<file path="src/rtl/pfba_pkg.sv">
// Shared types and codes for the page frame bitmap allocator.
package pfba_pkg;

    localparam logic [32:0] ADDR_SPACE = 33'h1_0000_0000;
    localparam logic [31:0] WORD_ALL_USED = 32'hFFFF_FFFF;

    typedef enum logic [1:0] {
        MODE_RESERVE_RANGE = 2'd0,
        MODE_FREE_RANGE    = 2'd1,
        MODE_ALLOC_PAGE    = 2'd2,
        MODE_FREE_PAGE     = 2'd3
    } mode_t;

    typedef enum logic [1:0] {
        STAT_DONE    = 2'd0,
        STAT_INVALID = 2'd1,
        STAT_NOMEM   = 2'd2
    } status_t;

    typedef enum logic [3:0] {
        ST_CLEAR,
        ST_IDLE,
        ST_CHECK,
        ST_MARK,
        ST_SCAN,
        ST_ALLOC,
        ST_DONE,
        ST_REJECT,
        ST_NOMEM
    } ctrl_state_t;

    typedef enum logic [2:0] {
        DP_NOP,
        DP_CLEAR,
        DP_LOAD,
        DP_CHECK,
        DP_MARK,
        DP_SCAN,
        DP_ALLOC,
        DP_OUT
    } dp_op_t;

    typedef struct packed {
        dp_op_t  op;
        status_t code;
    } dp_cmd_t;

    typedef struct packed {
        mode_t mode;
        logic  req_ok;
        logic  hint_empty;
        logic  clear_last;
        logic  mark_last;
        logic  scan_found;
        logic  scan_exhausted;
        logic  out_free;
    } dp_status_t;

endpackage

</file>
<file path="src/rtl/pfba_ctrl.sv">
// Controller state machine: sequences clear sweep, range check, marking and scanning.
module pfba_ctrl
    import pfba_pkg::*;
(
    input  logic       aclk,
    input  logic       aresetn,
    input  logic       s_tvalid,
    output logic       s_tready,
    input  dp_status_t stat,
    output dp_cmd_t    cmd
);

    ctrl_state_t state_reg, state_next;

    always_ff @(posedge aclk) begin
        if (!aresetn) begin
            state_reg <= ST_CLEAR;
        end else begin
            state_reg <= state_next;
        end
    end

    always_comb begin
        state_next = state_reg;
        case (state_reg)
            ST_CLEAR: begin
                if (stat.clear_last) state_next = ST_IDLE;
            end
            ST_IDLE: begin
                if (s_tvalid) state_next = ST_CHECK;
            end
            ST_CHECK: begin
                if (stat.mode == MODE_ALLOC_PAGE) begin
                    state_next = stat.hint_empty ? ST_NOMEM : ST_SCAN;
                end else begin
                    state_next = stat.req_ok ? ST_MARK : ST_REJECT;
                end
            end
            ST_MARK: begin
                if (stat.mark_last) state_next = ST_DONE;
            end
            ST_SCAN: begin
                if (stat.scan_found) begin
                    state_next = ST_ALLOC;
                end else if (stat.scan_exhausted) begin
                    state_next = ST_NOMEM;
                end
            end
            ST_ALLOC: begin
                state_next = ST_DONE;
            end
            ST_DONE, ST_REJECT, ST_NOMEM: begin
                if (stat.out_free) state_next = ST_IDLE;
            end
            default: begin
                state_next = ST_IDLE;
            end
        endcase
    end

    always_comb begin
        cmd.op   = DP_NOP;
        cmd.code = STAT_DONE;
        s_tready = 1'b0;
        case (state_reg)
            ST_CLEAR: cmd.op = DP_CLEAR;
            ST_IDLE: begin
                s_tready = 1'b1;
                if (s_tvalid) cmd.op = DP_LOAD;
            end
            ST_CHECK: cmd.op = DP_CHECK;
            ST_MARK:  cmd.op = DP_MARK;
            ST_SCAN:  cmd.op = DP_SCAN;
            ST_ALLOC: cmd.op = DP_ALLOC;
            ST_DONE: begin
                if (stat.out_free) cmd.op = DP_OUT;
                cmd.code = STAT_DONE;
            end
            ST_REJECT: begin
                if (stat.out_free) cmd.op = DP_OUT;
                cmd.code = STAT_INVALID;
            end
            ST_NOMEM: begin
                if (stat.out_free) cmd.op = DP_OUT;
                cmd.code = STAT_NOMEM;
            end
            default: begin
            end
        endcase
    end

endmodule

</file>
<file path="config.mk">
export PLATFORM = sky130hd
export DESIGN_NAME = pfba_ctrl
export DESIGN_NICKNAME = d
export VERILOG_FILES = /design/src/rtl/pfba_pkg.sv /design/src/rtl/pfba_ctrl.sv
export SDC_FILE = /design/constraint.sdc
export NUM_CORES = 1
export LEC_CHECK = 0
export BUFFER_PORTS_ARGS = -buffer_cell sky130_fd_sc_hd__buf_2
export CORE_AREA = 2 2 39 41
export CTS_BUF_LIST = sky130_fd_sc_hd__clkbuf_2 sky130_fd_sc_hd__clkbuf_4 sky130_fd_sc_hd__clkbuf_8
export DETAILED_ROUTE_END_ITERATION = 12
export DIE_AREA = 0 0 41 43
export SYNTH_ARGS = -nofsm -noshare
export SYNTH_HDL_FRONTEND = slang
export SYNTH_SLANG_ARGS = --single-unit
</file>
<file path="constraint.sdc">
create_clock -name aclk -period 2.04 [get_ports aclk]
set_input_delay 0.408 -clock aclk [delete_from_list [all_inputs] [get_ports aclk]]
set_output_delay 0.408 -clock aclk [all_outputs]
set_load 0.02 [all_outputs]
</file>
==> flow_summary.toml, run 1 <==
[die]
core-area_um2 = 1380
rows = 14
die_w_um = 41
io_pins = 18
die_h_um = 43
dieArea_um2 = 1760
initial_core_util_pct = 36.8

[logic_synthesis]
synth-seq-cells = 4
avgSynthCellArea_um2 = 7.38
yosys-top-cells-area = "dfxtp_1, nor2_1, nand2b_1"
syn-num-nets = 81
synthesis.area_um2 = 509
synthFlopType = "dfxtp_1"
synth_async_sr_flop_share_pct = 0
yosys.area.top_type = "dfxtp_1"
synth_top_area_share_pct = 15.7
ys_seq_area_share_pct = 15.7
syn_inst = 69
synth-edff-count = 0
ys_warn_count = 0
yosysUniqueCellTypes = 39

[finish]
drive_above_1_share_pct = 37.2
num-nets-final = 100
register_area_um2 = 82.6
syn_to_final_growth_pct = 22.4
largest_reg_flops = 4
finalInstanceArea_um2 = 623
multi_input_area_um2 = 394
diodes = 0
fillers = 154

[setup_path]
crit_family = "simple AND/OR/NAND/NOR gates"
startpoint_type = "flop"
critPathMaxFanout = 10
cpPeakStageDelay_ns = 0.52
path_class = "flop to output pin"
r2r_cells = 5
arrival_ns = 1.52
crit_buf_inv = 2
r2r-end = "state_reg[2]"
required_ns = 1.63
critPathLaunch = "state_reg[3]"
slowest_stage = "or4_1"
r2r_start = "state_reg[1]"
crit_chain = "inv_1, or4_1, o21ai_0, buf_2"
rrSetupSlack_ns = 0.28
crit_path_end_kind = "output pin"

[cts]
clk_latency_ns = 0.23
cts_max_path_buffers = 2
cts_tree = "done"
clockRootBuffer = "clkbuf_4"
post_cts_buffers = 0
clock-sinks = 4
path_clk_slew_ns = 0.03
htree_levels = 1
cts_buffers = 3

[run]
maxCapViolations = 0

[placement]
dp_hpwl_um = 944
dpl-instance-area_um2 = 598
gp_congestion = 0.869
post-place-ws_ns = 0.223
io_buffers = 17

[min_path]
min_to = "state_reg[2]"
min_from = "aresetn"
hold_depth = 3
hp-class = "primary input to flop"

[timing]
fin_crit_ns = 1.93
worst_pin_slew_ns = 0.509
setup_ws_ns = 0.112
hold_viol_final = 0
rsz0062_at_grt = "no"
skew_ns = 0.00436
tns_ns = 0
setup_viol = 0
slew_headroom_pct = 65.8
finalCritPeriodShare_pct = 94.5
fmax_ghz = 0.519
drv_slew = 0

[global_route]
grt_usage_pct = 16.0
antenna_found_initial = 0
grt_overflow_total = 0
grt_pass1_wl_um = 1990
grt_pass1_vias = 501
grt_max_degree = 16

[power_and_ir_drop]
switching_share_pct = 48.9
clkPwrFrac_pct = 10.0
p_int_uw = 480
power_frac_comb_pct = 68.0
p_total_uw = 941
ir_drop_v = 0.000722
pwr_density_cell_nw_per_um2 = 1510
p_leak_uw = 0.000284
p_sw_uw = 460
p_seq_share_pct = 21.9

[route]
drt-total-wl_um = 1210
post-route-drc-count = 0
drtAntennaViolNets = 0
dr.pass1.iters = 4
avgRoutedWirePerCell_um = 11.9
via_per_inst = 5.54
first_iter_violations = 12
via_count = 565

[run_status]
status = "finished, final reports clean"
-- worst max-delay path by stage --
| stage | end | slack [ns] | depth (start not counted) |
|---|---|---|---|
| 3_5_place_dp | cmd[4] | 0.22 | 4 |
| 4_1_cts | cmd[3] | 0.09 | 4 |
| 6_report | cmd[3] | 0.11 | 4 |
| 5_1_grt | cmd[3] | 0.006 | 5 |
| 2_1_floorplan | state_reg[1] | 0.12 | 5 |
| 3_3_place_gp | cmd[3] | 0.20 | 4 |
-- stage by stage --
stage	util, %	instances	hold slack [ns]
6_report	45.0	102	0.456
4_1_cts	44.9	102	0.450
2_1_floorplan	-	69	0.535
3_3_place_gp	43.2	99	0.634
3_5_place_dp	43.2	99	0.643
5_1_grt	45.0	102	0.451
-- layout make-up --
type | instances | area share, %
repair buffers | 18 | 14.9
inverters | 3 | 1.81
clock buffers | 3 | 3.61
flip-flops and latches | 4 | 13.3
multi-input cells | 58 | 63.3
well taps | 16 | 3.21
-- power groups by stage --
stage	clock (uW)	sequential, uW	combinational [uW]
floorplan	0	140	571
global placement	0	203	642
detailed placement	0	202	640
CTS	98.5	202	642
global route	108	217	702
finish	94.4	206	640
-- repair_timing --
| action | 4_1_cts | 5_1_grt |
|---|---|---|
| hold buffers | 0 | 0 |
| gates cloned | 0 | 0 |
| resized for setup | 1 | 1 |
| pin swaps | 0 | 0 |
| setup endpoints to repair | 2 | 1 |
-- kinds of logic after synthesis --
kind of cell           after synthesis  synth area share [%]
flip-flops                           4                  15.7
AO/OA/AOI/OAI                       21                  33.4
multiplexers                         2                  4.18
buffers and inverters                7                  6.88
AND/OR/NAND/NOR                     35                  39.8
-- layer usage --
metal  global-route usage (%)  vias up  wire length (um)
li1                         -      294                 -
met1                     21.5      252               588
met2                     23.8       19               568
met3                     5.24        0                55
met4                     4.67        0                 0
met5                        0        -                 0
-- cell usage in the layout, fill, tap and decap left out, drive strengths merged, types with 2 or more instances in the layout --
master,n
buf,18
nor2,7
nand2,6
o21ai,5
nand2b,4
dfxtp,4
nor2b,3
inv,3
clkbuf,3
or4,3
nor3,3
nor3b,2
a21oi,2
or2,2
-- synth_stat cells (2+ instances only) --
| cell type | n |
|---|---|
| a21oi_1 | 2 |
| clkbuf_1 | 2 |
| dfxtp_1 | 4 |
| inv_1 | 3 |
| nand2_1 | 6 |
| nand2b_1 | 4 |
| nor2_1 | 7 |
| nor2b_1 | 3 |
| nor3_1 | 2 |
| nor3b_1 | 2 |
| o21ai_0 | 5 |
| or4_1 | 2 |
-- worst register-to-register path, stage by stage (launching register included) --
cell,delay (ns)
dfxtp_1,0.36
buf_4,0.19
or2_2,0.31
or4_1,0.47
a31oi_1,0.23
a311oi_2,0.07
Note: power is estimated with default switching activity, not from simulation.
==> inputs of run 2 (changes only) <==
--- a/config.mk
+++ b/config.mk
@@ -8,8 +8,11 @@
 export BUFFER_PORTS_ARGS = -buffer_cell sky130_fd_sc_hd__buf_2
 export CORE_AREA = 2 2 39 41
 export CTS_BUF_LIST = sky130_fd_sc_hd__clkbuf_2 sky130_fd_sc_hd__clkbuf_4 sky130_fd_sc_hd__clkbuf_8
+export CTS_CLUSTER_DIAMETER = 30
 export DETAILED_ROUTE_END_ITERATION = 12
 export DIE_AREA = 0 0 41 43
+export GPL_TIMING_DRIVEN = 1
+export PLACE_DENSITY = 0.68
 export SYNTH_ARGS = -nofsm -noshare
 export SYNTH_HDL_FRONTEND = slang
 export SYNTH_SLANG_ARGS = --single-unit
==> run 2 against run 1 <==
Compared with the run above:
- cell area is 0.80% higher
- wire length is 6.2% higher
- critical path type unchanged
- non-clock buffer count stayed put
- largest power group unchanged
- highest routed layer unchanged
==> flow_summary.toml, run 2 (same netlist as run 1, synthesis figures left out) <==
[global_route]
grt_overflow_total = 0
antenna_found_initial = 0
grt_pass1_vias = 487
grt_usage_pct = 16.1
grt_max_degree = 16
grt_pass1_wl_um = 2040

[finish]
multi_input_area_um2 = 394
final_util_pct = 45.4
register_area_um2 = 83.8
diodes = 0
layout_common_cells = "buf_2, nor2_1, nand2_1, o21ai_0, nand2b_1"
fillers = 147
final_cells = 102
syn_to_final_growth_pct = 23.3
finalInstanceArea_um2 = 628
drive_above_1_share_pct = 38.4
largest_reg_flops = 4
num-nets-final = 100
final_common_cell = "buf_2"

[power_and_ir_drop]
p_seq_share_pct = 21.2
ir_drop_v = 0.000681
p_int_uw = 488
p_leak_uw = 0.000286
switching_share_pct = 49.0
clkPwrFrac_pct = 9.8
power_frac_comb_pct = 69.1
pwr_density_cell_nw_per_um2 = 1520
p_sw_uw = 469

[setup_path]
slowest_stage = "or4_1"
startpoint_type = "flop"
path_depth = 5
r2r-end = "state_reg[2]"
r2r_start = "state_reg[2]"
crit_buf_inv = 2
path_class = "flop to output pin"
cpPeakStageDelay_ns = 0.41
crit_chain = "buf_6, nand2b_1, or4_1, o21ai_0, buf_2"
endpoint = "cmd[3]"
critPathMaxFanout = 12
r2r_cells = 4
crit_family = "simple AND/OR/NAND/NOR gates"
required_ns = 1.63
arrival_ns = 1.53
rrSetupSlack_ns = 0.30
critPathLaunch = "state_reg[1]"
crit_path_end_kind = "output pin"

[timing]
skew_ns = 0.00170
hold_viol_final = 0
fin_crit_ns = 1.94
drv_slew = 0
fmax_ghz = 0.515
worst_pin_slew_ns = 0.525
tns_ns = 0
setup_viol = 0
finalCritPeriodShare_pct = 95.2
rsz0062_at_grt = "no"
whs_ns = 0.453
slew_headroom_pct = 64.7

[placement]
place_inst = 99
dp_hpwl_um = 956
gp_congestion = 0.930
dpl-instance-area_um2 = 598
io_buffers = 17

[cts]
cts_max_path_buffers = 2
cts_hold_buf = 0
path_clk_slew_ns = 0.04
cts_buffers = 3
clk_latency_ns = 0.23
clock-sinks = 4
cts_tree = "done"
post_cts_buffers = 0
htree_levels = 1
clockRootBuffer = "clkbuf_4"

[route]
via_count = 557
via_per_inst = 5.46
avgRoutedWirePerCell_um = 12.6
first_iter_violations = 22
dr.pass1.iters = 4
post-route-drc-count = 0
drtAntennaViolNets = 0
drt-total-wl_um = 1290

[die]
die_h_um = 43
io_pins = 18
dieArea_um2 = 1760
core-area_um2 = 1380
initial_core_util_pct = 36.8
die_w_um = 41
rows = 14

[run_status]
status = "finished, final reports clean"

[min_path]
hp-class = "primary input to flop"

[run]
maxCapViolations = 0
[run 2: through the flow]
stage	power, uW	setup slack [ns]
2_1_floorplan	711	0.116
3_3_place_gp	839	0.228
3_5_place_dp	842	0.243
4_1_cts	946	0.0153
5_1_grt	1050	0.0249
6_report	958	0.0980
[run 2: layout make-up]
class,count,share of cell area [%]
Tap cell,16,3.19
Clock buffer,3,3.59
Inverter,3,1.79
Sequential cell,4,13.3
Multi-Input combinational cell,58,62.7
Timing Repair Buffer,18,15.3
[run 2: per-layer routing]
layer  share of wire (%)  global-route usage (%)  wire length (um)  up-vias
met3                 5.0                    4.71                64        0
met2                  44                    22.2               569       19
li1                    -                       -                 -      296
met5                   0                       0                 0        -
met4                   0                    2.67                 0        0
met1                  51                    24.4               652      242
[run 2: worst min-delay path by stage]
stage / slack [ns] / depth (start not counted) / from / endpoint
floorplan: 0.54 / 2 / aresetn / state_reg[2]
global placement: 0.63 / 2 / state_reg[0] / state_reg[0]
detailed placement: 0.65 / 2 / state_reg[0] / state_reg[0]
CTS: 0.44 / 3 / aresetn / state_reg[2]
global route: 0.45 / 2 / aresetn / state_reg[3]
finish: 0.45 / 3 / aresetn / state_reg[2]
[run 2: power by group through the flow]
stage	clock (uW)	sequential [uW]	combinational (uW)
global placement	0	194	645
global route	106	214	733
floorplan	0	140	571
CTS	101	194	650
finish	93.4	203	662
detailed placement	0	194	648
[run 2: timing repair]
| item | in CTS | in global routing |
|---|---|---|
| gates resized for setup | 1 | 3 |
| endpoints found under the setup margin | 2 | 2 |
| endpoints found under the hold margin | 0 | 0 |
[run 2: worst register-to-register path, cell delays in order, from the launching register on]
cell      delay (ns)
dfxtp_1         0.59
nand2b_1        0.15
or4_1           0.56
a31oi_1         0.24
a311oi_2        0.07
==> inputs of run 3 (changes only) <==
==> constraint.sdc (replaced) <==
create_clock -name aclk -period 2.04 [get_ports aclk]
set_input_delay 0.204 -clock aclk [delete_from_list [all_inputs] [get_ports aclk]]
set_output_delay 0.204 -clock aclk [all_outputs]
set_load 0.02 [all_outputs]
==> run 3 against run 2 <==
Compared with the run above:
- sequential power up 5%
- combinational power down 3%
- flip-flop and latch count unchanged
- clock power up 4.9%
- critical path type unchanged
==> flow_summary.toml, run 3 (same netlist as run 1, synthesis figures left out) <==
[cts]
cts_max_path_buffers = 2
clock-sinks = 4
htree_levels = 1
clk_latency_ns = 0.23
cts_buffers = 3
ctsResizeCount = 0
post_cts_buffers = 0
cts_tree = "done"
path_clk_slew_ns = 0.04
cts_hold_buf = 0
clockRootBuffer = "clkbuf_4"

[finish]
diodes = 0
final_common_cell = "buf_2"
layout_common_cells = "buf_2, nor2_1, nand2_1, o21ai_0, nand2b_1"
num-nets-final = 100
fillers = 137
syn_to_final_growth_pct = 22.1
largest_reg_flops = 4
drive_above_1_share_pct = 36.0

[min_path]
min_to = "state_reg[3]"
hold_depth = 2
hp-class = "primary input to flop"
min_from = "aresetn"

[die]
dieArea_um2 = 1760
io_pins = 18
die_h_um = 43
rows = 14
core-area_um2 = 1380
initial_core_util_pct = 36.8
die_w_um = 41

[setup_path]
r2r_start = "state_reg[0]"
rrSetupSlack_ns = 0.32
slowest_stage = "or4_1"
r2r-end = "state_reg[2]"
critPathLaunch = "state_reg[3]"
crit_path_end_kind = "output pin"
startpoint_type = "flop"
crit_buf_inv = 2
required_ns = 1.84
crit_family = "simple AND/OR/NAND/NOR gates"
cpPeakStageDelay_ns = 0.53
critPathMaxFanout = 10
path_class = "flop to output pin"
crit_chain = "inv_1, or4_1, o21ai_0, buf_2"
arrival_ns = 1.65
r2r_cells = 4

[route]
drt-total-wl_um = 1340
via_count = 585
via_per_inst = 5.74
post-route-drc-count = 0
dr.pass1.iters = 4
avgRoutedWirePerCell_um = 13.1
drtAntennaViolNets = 0
first_iter_violations = 12

[placement]
io_buffers = 17
dp_hpwl_um = 974
gp_congestion = 0.931

[timing]
skew_ns = 0.00178
hold_viol_final = 0
fmax_ghz = 0.540
drv_slew = 0
slew_headroom_pct = 65.5
fin_crit_ns = 1.85
worst_pin_slew_ns = 0.511
whs_ns = 0.242
setup_viol = 0
tns_ns = 0
rsz0062_at_grt = "no"
finalCritPeriodShare_pct = 90.7

[global_route]
grt_usage_pct = 17.0
grt_overflow_total = 0
grt_pass1_vias = 474
antenna_found_initial = 0
grt_max_degree = 17
grt_pass1_wl_um = 2090

[power_and_ir_drop]
pwr_density_cell_nw_per_um2 = 1530
ir_drop_v = 0.000616
p_leak_uw = 0.000284
p_total_uw = 954

[run_status]
status = "finished, final reports clean"

[run]
maxCapViolations = 0
[run 3: changes by cell type in the layout (fill, tap and decap cells not counted)]
cell and change:
dfxtp_1 +2, buf_4 +1, dfxtp_2 -2, buf_6 -1
[run 3: layout make-up]
class                   count  area [um2]  area share [%]
clock buffers               3        22.5            3.62
inverters                   3        11.3            1.81
multi-input cells          58         394            63.4
flip-flops and latches      4        81.3            13.1
well taps                  16        20.0            3.22
repair buffers             18        92.6            14.9
[run 3: power breakdown]
group | switching [uW] | total (uW) | internal [uW] | leakage [uW]
Sequential | 97.5 | 213 | 116 | 0.0000334
Combinational | 350 | 643 | 292 | 0.000237
Clock | 32.2 | 98.0 | 65.8 | 0.0000138
Total | 480 | 954 | 474 | 0.000284
[run 3: worst reg2reg max path, cell delays in order, from the launching register on]
cell and delay, ns:
dfxtp_1 0.43, or2_2 0.38, or4_1 0.47, a31oi_1 0.23
a311oi_2 0.06
[run 3: per-stage QoR]
step | util [%] | area (um2) | cells | setup WS [ns]
after global placement | 43.2 | 598 | 99 | 0.377
after floorplan | - | 509 | 69 | 0.116
after global routing | 44.9 | 622 | 102 | 0.0817
after detailed placement | 43.2 | 598 | 99 | 0.327
final | 44.9 | 622 | 102 | 0.189
after CTS | 44.8 | 621 | 102 | 0.0776
[run 3: worst max path at each step]
stage | slack (ns) | cells past startpoint | endpoint
global route | 0.08 | 4 | cmd[3]
floorplan | 0.12 | 5 | state_reg[1]
global placement | 0.38 | 4 | state_reg[2]
finish | 0.19 | 4 | cmd[4]
detailed placement | 0.33 | 4 | state_reg[2]
CTS | 0.08 | 4 | cmd[3]
[run 3: metal layers]
metal | wire length, um | track usage (%) | vias to the layer above
li1 | - | - | 295
met1 | 603 | 23.4 | 249
met2 | 577 | 23.1 | 37
met3 | 136 | 7.33 | 4
met4 | 24 | 5.33 | 0
met5 | 0 | 0 | -
